File: src/hw/rtl/cqat_pkg.sv
package cqat_pkg;

    localparam int QUEUE_DEPTH = 8;
    localparam int PTR_W = (QUEUE_DEPTH > 1) ? $clog2(QUEUE_DEPTH) : 1;
    localparam int CNT_W = $clog2(QUEUE_DEPTH + 1);

    localparam logic [1:0] KIND_PUT  = 2'd0;
    localparam logic [1:0] KIND_POLL = 2'd1;
    localparam logic [1:0] KIND_LINE = 2'd2;

    localparam logic [1:0] LC_OTHER   = 2'd0;
    localparam logic [1:0] LC_OK      = 2'd1;
    localparam logic [1:0] LC_SEND_OK = 2'd2;
    localparam logic [1:0] LC_READY   = 2'd3;

    localparam logic [2:0] ST_DISCONNECTED = 3'd0;
    localparam logic [2:0] ST_CONNECTED    = 3'd1;
    localparam logic [2:0] ST_READY        = 3'd2;
    localparam logic [2:0] ST_WAITING      = 3'd3;
    localparam logic [2:0] ST_GOT_OK       = 3'd4;
    localparam logic [2:0] ST_TIMEOUT      = 3'd5;

    localparam logic [1:0] RK_PUT    = 2'd0;
    localparam logic [1:0] RK_NOTICE = 2'd1;
    localparam logic [1:0] RK_STATUS = 2'd2;

    localparam logic [7:0] TIMEOUT_RESET = 8'd10;

    typedef struct packed {
        logic [1:0]  kind;
        logic [15:0] command_handle;
        logic [1:0]  line_class;
        logic [5:0]  current_second;
    } in_item_t;

    typedef struct packed {
        logic [1:0]  result_kind;
        logic [2:0]  protocol_state;
        logic        accepted;
        logic        send_valid;
        logic [15:0] sent_handle;
    } res_t;

    typedef struct packed {
        logic [1:0]      count;
        res_t [2:0]      res;
    } batch_t;

endpackage

File: src/hw/rtl/cqat_ctrl.sv
module cqat_ctrl
    import cqat_pkg::*;
(
    input  logic       aclk,
    input  logic       aresetn,
    input  logic       cfg_wen,
    input  logic [7:0] cfg_wdata,
    input  logic       item_en,
    input  in_item_t   item,
    output batch_t     batch
);

    logic [15:0]      store_reg [QUEUE_DEPTH];
    logic [PTR_W-1:0] wp_reg, wp_next;
    logic [PTR_W-1:0] rp_reg, rp_next;
    logic [CNT_W-1:0] cnt_reg, cnt_next;
    logic [2:0]       link_reg, link_next;
    logic [5:0]       prev_sec_reg, prev_sec_next;
    logic [7:0]       wait_reg, wait_next;
    logic [15:0]      cur_handle_reg, cur_handle_next;
    logic [7:0]       timeout_reg;

    logic             q_full;
    logic             do_put;
    logic             issue;
    logic             sec_change;
    logic [2:0]       mid_state;
    logic [7:0]       wait_inc;
    logic             time_out;
    logic [1:0]       n;

    assign q_full     = (cnt_reg == CNT_W'(QUEUE_DEPTH));
    assign do_put     = (item.kind == KIND_PUT) && !q_full;
    assign issue      = (item.kind == KIND_POLL) && (link_reg == ST_READY) &&
                        (cnt_reg != '0);
    assign sec_change = (item.kind == KIND_POLL) && (item.current_second != prev_sec_reg);
    assign mid_state  = issue ? ST_WAITING : link_reg;
    assign wait_inc   = (wait_reg == 8'hFF) ? wait_reg : wait_reg + 8'd1;
    assign time_out   = sec_change && (mid_state == ST_WAITING) && (wait_inc >= timeout_reg);

    always_comb begin
        wp_next         = wp_reg;
        rp_next         = rp_reg;
        cnt_next        = cnt_reg;
        link_next       = link_reg;
        prev_sec_next   = prev_sec_reg;
        wait_next       = wait_reg;
        cur_handle_next = cur_handle_reg;
        batch           = '0;
        n               = 2'd0;

        case (item.kind)
            KIND_PUT: begin
                if (do_put) begin
                    wp_next  = (wp_reg == PTR_W'(QUEUE_DEPTH - 1)) ? '0 : wp_reg + 1'b1;
                    cnt_next = cnt_reg + 1'b1;
                end
                batch.res[0].result_kind    = RK_PUT;
                batch.res[0].protocol_state = link_reg;
                batch.res[0].accepted       = do_put;
                n = 2'd1;
            end
            KIND_POLL: begin
                if (issue) begin
                    cur_handle_next = store_reg[rp_reg];
                    rp_next  = (rp_reg == PTR_W'(QUEUE_DEPTH - 1)) ? '0 : rp_reg + 1'b1;
                    cnt_next = cnt_reg - 1'b1;
                    link_next = ST_WAITING;
                    batch.res[0].result_kind    = RK_NOTICE;
                    batch.res[0].protocol_state = ST_WAITING;
                    batch.res[0].send_valid     = 1'b1;
                    batch.res[0].sent_handle    = store_reg[rp_reg];
                    n = 2'd1;
                end
                if (sec_change) begin
                    prev_sec_next = item.current_second;
                    if (mid_state == ST_WAITING) begin
                        wait_next = wait_inc;
                        if (time_out) begin
                            wait_next = '0;
                            link_next = ST_READY;
                            batch.res[n].result_kind           = RK_NOTICE;
                            batch.res[n].protocol_state        = ST_TIMEOUT;
                            batch.res[n + 2'd1].result_kind    = RK_NOTICE;
                            batch.res[n + 2'd1].protocol_state = ST_READY;
                            n = n + 2'd2;
                        end
                    end else begin
                        wait_next = '0;
                    end
                end
            end
            KIND_LINE: begin
                if (link_reg == ST_WAITING && item.line_class != LC_OTHER) begin
                    link_next = ST_READY;
                    batch.res[0].result_kind    = RK_NOTICE;
                    batch.res[0].protocol_state =
                        (item.line_class == LC_READY) ? ST_CONNECTED : ST_GOT_OK;
                    batch.res[1].result_kind    = RK_NOTICE;
                    batch.res[1].protocol_state = ST_READY;
                    n = 2'd2;
                end
            end
            default: begin
            end
        endcase

        if (n == 2'd0) begin
            batch.res[0].result_kind    = RK_STATUS;
            batch.res[0].protocol_state = link_reg;
            n = 2'd1;
        end
        batch.count = n;
    end

    always_ff @(posedge aclk) begin
        if (item_en && do_put) begin
            store_reg[wp_reg] <= item.command_handle;
        end
    end

    always_ff @(posedge aclk) begin
        if (!aresetn) begin
            wp_reg         <= '0;
            rp_reg         <= '0;
            cnt_reg        <= '0;
            link_reg       <= ST_READY;
            prev_sec_reg   <= '0;
            wait_reg       <= '0;
            cur_handle_reg <= '0;
        end else if (item_en) begin
            wp_reg         <= wp_next;
            rp_reg         <= rp_next;
            cnt_reg        <= cnt_next;
            link_reg       <= link_next;
            prev_sec_reg   <= prev_sec_next;
            wait_reg       <= wait_next;
            cur_handle_reg <= cur_handle_next;
        end
    end

    always_ff @(posedge aclk) begin
        if (!aresetn) begin
            timeout_reg <= TIMEOUT_RESET;
        end else if (cfg_wen) begin
            timeout_reg <= cfg_wdata;
        end
    end

endmodule

File: src/hw/rtl/command_queue_ack_timeout_sequencer_top.sv
// Channel   Dir  Handshake            Payload
// s_        in   s_tvalid/s_tready    s_tuser kind, s_tdata handle/class/second
// m_        out  m_tvalid/m_tready    m_tuser result kind, m_tdata, m_tlast
// cfg_      in   cfg_wen              cfg_wdata timeout in seconds
//
// An item is worked in the cycle it is accepted and gives one to three results,
// which leave the result buffer at one per cycle while m_tready is high: one
// result for a put, up to three for a poll tick.
// The next item is accepted in the cycle its predecessor's last result is taken.
// Reset is synchronous and active low: queue empty, state ready, timeout 10.
// While m_tready is low the buffered results hold and, while any are buffered, s_tready stays low.
module command_queue_ack_timeout_sequencer_top
    import cqat_pkg::*;
(
    input  logic        aclk,
    input  logic        aresetn,
    input  logic        s_tvalid,
    output logic        s_tready,
    input  logic [23:0] s_tdata,   // command_handle, line_class, current_second
    input  logic [1:0]  s_tuser,   // kind
    output logic        m_tvalid,
    input  logic        m_tready,
    output logic [23:0] m_tdata,   // protocol_state, accepted, send_valid, sent_handle
    output logic [1:0]  m_tuser,   // result_kind
    output logic        m_tlast,
    input  logic        cfg_wen,
    input  logic [7:0]  cfg_wdata
);

    in_item_t   item;
    batch_t     batch;
    logic       item_en;
    logic       pop;
    res_t [2:0] ob_reg;
    logic [1:0] ocnt_reg, ocnt_next;

    assign item.kind           = s_tuser;
    assign item.command_handle = s_tdata[15:0];
    assign item.line_class     = s_tdata[17:16];
    assign item.current_second = s_tdata[23:18];

    assign m_tvalid = (ocnt_reg != 2'd0);
    assign pop      = m_tvalid && m_tready;
    assign s_tready = (ocnt_reg == 2'd0) || ((ocnt_reg == 2'd1) && m_tready);
    assign item_en  = s_tvalid && s_tready;

    cqat_ctrl u_ctrl (
        .aclk      (aclk),
        .aresetn   (aresetn),
        .cfg_wen   (cfg_wen),
        .cfg_wdata (cfg_wdata),
        .item_en   (item_en),
        .item      (item),
        .batch     (batch)
    );

    always_comb begin
        ocnt_next = ocnt_reg;
        if (item_en) begin
            ocnt_next = batch.count;
        end else if (pop) begin
            ocnt_next = ocnt_reg - 2'd1;
        end
    end

    always_ff @(posedge aclk) begin
        if (item_en) begin
            ob_reg <= batch.res;
        end else if (pop) begin
            ob_reg[0] <= ob_reg[1];
            ob_reg[1] <= ob_reg[2];
        end
    end

    always_ff @(posedge aclk) begin
        if (!aresetn) begin
            ocnt_reg <= '0;
        end else begin
            ocnt_reg <= ocnt_next;
        end
    end

    assign m_tuser = ob_reg[0].result_kind;
    assign m_tlast = (ocnt_reg == 2'd1);
    assign m_tdata = {3'b000, ob_reg[0].sent_handle, ob_reg[0].send_valid,
                      ob_reg[0].accepted, ob_reg[0].protocol_state};

    a_accept_gives_result: assert property (@(posedge aclk) disable iff (!aresetn)
        (s_tvalid && s_tready) |=> m_tvalid)
        else $error("Accepted item gave no result.");

    a_put_single_answer: assert property (@(posedge aclk) disable iff (!aresetn)
        (s_tvalid && s_tready && s_tuser == KIND_PUT) |=>
        (m_tlast && m_tuser == RK_PUT))
        else $error("Put item did not give a single put answer.");

    a_send_is_wait_notice: assert property (@(posedge aclk) disable iff (!aresetn)
        (m_tvalid && m_tdata[4]) |->
        (m_tuser == RK_NOTICE && m_tdata[2:0] == ST_WAITING))
        else $error("Command issued outside a waiting notice.");

endmodule

File: config.mk
export PLATFORM = sky130hd
export DESIGN_NAME = command_queue_ack_timeout_sequencer_top
export DESIGN_NICKNAME = d
export VERILOG_FILES = /design/src/hw/rtl/cqat_pkg.sv /design/src/hw/rtl/cqat_ctrl.sv /design/src/hw/rtl/command_queue_ack_timeout_sequencer_top.sv
export SDC_FILE = /design/constraint.sdc
export NUM_CORES = 1
export LEC_CHECK = 0
export BUFFER_PORTS_ARGS = -buffer_cell sky130_fd_sc_hd__buf_2
export CAP_MARGIN = 20
export CELL_PAD_IN_SITES_DETAIL_PLACEMENT = 1
export CELL_PAD_IN_SITES_GLOBAL_PLACEMENT = 2
export CORE_MARGIN = 3
export CORE_UTILIZATION = 39
export DETAILED_ROUTE_END_ITERATION = 10
export PLACE_DENSITY_LB_ADDON = 0.08
export SETUP_SLACK_MARGIN = 0.5
export SYNTH_ARGS = -nofsm -noshare
export SYNTH_HDL_FRONTEND = slang
export SYNTH_SLANG_ARGS = --single-unit
File: constraint.sdc
create_clock -name aclk -period 3 [get_ports aclk]
set_input_delay 0.6 -clock aclk [delete_from_list [all_inputs] [get_ports aclk]]
set_output_delay 0.6 -clock aclk [all_outputs]
set_load 0.02 [all_outputs]
==> flow_summary_export.csv <==
group,metric,value,unit
clock_tree,cts_sinks,195,
die,core,0.02062,sq mm
timing,hold_ws,397.9,ps
finish,final_common_cell,"edfxtp_1",
power_and_ir_drop,p_total,0.006215,W
timing,period_minus_slack,2863,ps
global_route,first_global_vias,5184,
clock_tree,cts_root_buf,"clkbuf_16",
synthesis,muxShareOfSynthArea,12.39,%
outcome,run_status,"complete, no violations",
synthesis,ys_warn_count,0,
drt,post-route-drc-count,0,
clock_tree,clock_latency,430,ps
job,maxCapViolCount,0,
global_route,grt_usage,16.14,%
synthesis,synth_edf_count,155,
worst_setup_path,end_kind,"flip-flop",
worst_setup_path,crit_required,3360,ps
die,dieArea,0.02315,sq mm
finish,fin_area,0.01002,sq mm
worst_setup_path,cp-start-kind,"flip-flop",
finish,largest_reg_flops,128,
power_and_ir_drop,p_leak,3.610,nW
timing,min_period_over_period,95.44,%
placement,placed_area,0.009067,sq mm
finish,fin_util,48.56,%
timing,slew_headroom,54.39,%
synthesis,yosysSeqAreaShare,65.49,%
die,boundaryPins,68,
drt,wl_met2,9.245,mm
drt,routedWlPerCell,19.94,um
drt,wl_met3,804,um
min_path,hp-start,"cfg_wdata[1]",
worst_setup_path,cp.arrival,3220,ps
power_and_ir_drop,power_density,620.5,mW/mm^2
clock_tree,cts_made_buffers,17,
die,fp.dieH,152.1,um
synthesis,ys_types,57,
placement,gp_routability_congestion,0.7650,
timing,final-max-slew-violation-count,0,
power_and_ir_drop,vdd_drop_max,344.1,uV
drt,finalWirelength,18.56,mm
clock_tree,clk_pin_slew,80,ps
min_path,hold_end,"u_ctrl.timeout_reg[1]",
synthesis,synth_top_area_cell,"edfxtp_1",
timing,worst_clock_skew,13.93,ps
worst_setup_path,crit_path_max_incr_delay,420,ps
timing,setup_viol,0,
finish,num-nets-final,709,
global_route,grt_max_degree,33,
synthesis,yosys.area_share.simple,7.586,%
synthesis,synth_top_family_by_area,"multiplexers",
clock_tree,cts_max_path_buffers,2,
clock_tree,h-tree-depth,4,
min_path,hold_depth,3,
finish,n_antenna_cell,0,
drt,met1_length,8.326,mm
drt,via_per_inst,5.199,
finish,area_growth,20.25,%
synthesis,synthFlopType,"edfxtp_1",
finish,drive_above_1_share,34.80,%
timing,tightest_slew,677.9,ps
worst_setup_path,reg2reg_depth,12,
synthesis,synth-async-reset-ratio,0,%
clock_tree,holdBufCountCts,0,
drt,drtAntennaViolNets,0,
synthesis,synthTopCellsByArea,"edfxtp_1 56%, dfxtp_1 9.6%, mux4_2 8.7%",
timing,rsz0062_at_grt,"true",
global_route,gr-total-overflow,0,
worst_setup_path,worstPathMaxFanout,8,
synthesis,synth-xor-area-share,1.472,%
worst_setup_path,r2r_slack,140,ps
min_path,hold_path_class,"input pin to flip-flop",
synthesis,post_synth.cell_area_avg,14.87,sq um
drt,dr.max_layer_used,"met4",
synthesis,syn_area,0.008329,sq mm
timing,setup-tns-final,0,ps
finish,final_cell_mix,"155 x edfxtp_1, 64 x buf_2, 47 x nor2_1, 45 x buf_4",
drt,vias,4840,
global_route,antenna_found_initial,0,
die,die_x,152.1,um
worst_setup_path,critPathSlowestCell,"a2111o_1",
global_route,grt_first_pass_wirelength,29.24,mm
die,initial_core_util,40.38,%
worst_setup_path,critPathKind,"flip-flop to flip-flop",
worst_setup_path,r2r-end,"u_ctrl.wait_reg[0]",
synthesis,synthAdderAreaFrac,3.395,%
clock_tree,cts_tree,"done",
timing,hold_viol_final,0,
synthesis,ys_ff_latch,195,
drt,drt-initial-drc-count,267,
synthesis,yosys.area.top_type_share,55.88,%
placement,dp_hpwl,11.68,mm
worst_setup_path,crit_chain,"and3_4 -> and3_4 -> nand3_4 -> mux2_4 -> ha_4 -> a2111o_1 -> a31o_4 -> nor4b_4 -> buf_6 -> buf_6 -> nand4b_1 -> o21ai_1",
synthesis,synth_compound_area_share,5.213,%
die,std_cell_rows,52,
worst_setup_path,r2r_start,"u_ctrl.wait_reg[3]",
synthesis,syn_inst,560,
timing,max_freq,0.3493,GHz
placement,io_buffers,64,
drt,drtPass1Iterations,4,
how the worst max path moves through the flow:
| stage | from | to | cells after the start |
|---|---|---|---|
| floorplan | u_ctrl.wait_reg[3] | u_ctrl.wait_reg[2] | 12 |
| global placement | u_ctrl.wait_reg[1] | ocnt_reg[1] | 12 |
| detailed placement | u_ctrl.wait_reg[1] | m_tdata[1] | 11 |
| CTS | u_ctrl.wait_reg[5] | u_ctrl.wait_reg[2] | 12 |
| global route | u_ctrl.wait_reg[3] | u_ctrl.wait_reg[2] | 12 |
| finish | u_ctrl.wait_reg[3] | u_ctrl.wait_reg[0] | 12 |
kinds of logic after synthesis:
kind of cell	after synthesis
AOI/OAI and AO/OA	65
xor gates and xnor gates	14
DFF	195
other	1
muxes	63
buffers and inverters	70
and+or+nand+nor	130
adders and majority gates	22
routing by layer:
layer	GRT usage [%]	vias up
met4	4.238	0
met3	3.664	16
met1	21.75	2474
li1	-	2264
met5	0	-
met2	26.65	86
cell usage after synthesis, types with 2 or more instances:
master,number
ha_1,21
and3_1,3
inv_1,22
nor2_1,54
a211oi_1,3
edfxtp_1,155
a22oi_1,2
xor2_1,7
a31oi_1,8
nor4_1,3
buf_1,4
nor2b_1,2
o21ai_1,3
nor3b_1,4
a21oi_1,16
buf_2,5
mux2i_1,30
nand3_1,6
o211ai_1,2
o21ai_0,12
a21o_1,4
a41oi_1,2
nor3_1,12
mux4_2,32
and2_1,3
clkbuf_1,13
nand2_1,26
dfxtp_1,40
xnor2_1,7
nand4_1,4
buf_4,26
nand2b_1,4
worst max-delay path: cells and delay by family, from the launching register on:
| kind | cells | cell delay (ps) |
|---|---|---|
| AO/OA/AOI/OAI | 3 | 800 |
| adder cells (fa/ha/maj) | 1 | 200 |
| buffers and inverters | 2 | 270 |
| flip-flops | 1 | 330 |
| multiplexers | 1 | 320 |
| AND/OR/NAND/NOR | 5 | 860 |
where the power goes:
part	switching [W]	leakage [nW]	internal (W)
Clock	0.00106	0.297	0.00127
Combinational	0.000491	1.55	0.000253
Sequential	0.0000534	1.76	0.00309
what timing repair did:
action	in CTS	in global routing
buffers inserted	6	10
setup endpoints to repair	20	96
endpoints found under the hold margin	0	0
gates cloned	0	0
pin swaps	6	20
resized for setup	21	29
final cells by class:
type                       instances  area [sq um]
clock buffer                      18         429.2
clock inverter                    14         186.4
fill                            2033         10610
inverter                          22         82.58
multi-input combinational        297          2769
sequential                       195          5468
tap                              270         337.8
timing repair buffer             115         743.2
through the flow:
stage / worst slack [ps] / std cells
6_report: 136.9 / 931
5_1_grt: -3.382 / 931
3_5_place_dp: 42.62 / 883
2_1_floorplan: 140.2 / 562
3_3_place_gp: 84.52 / 883
4_1_cts: 140.2 / 921
(Power assumes the default switching activity.)
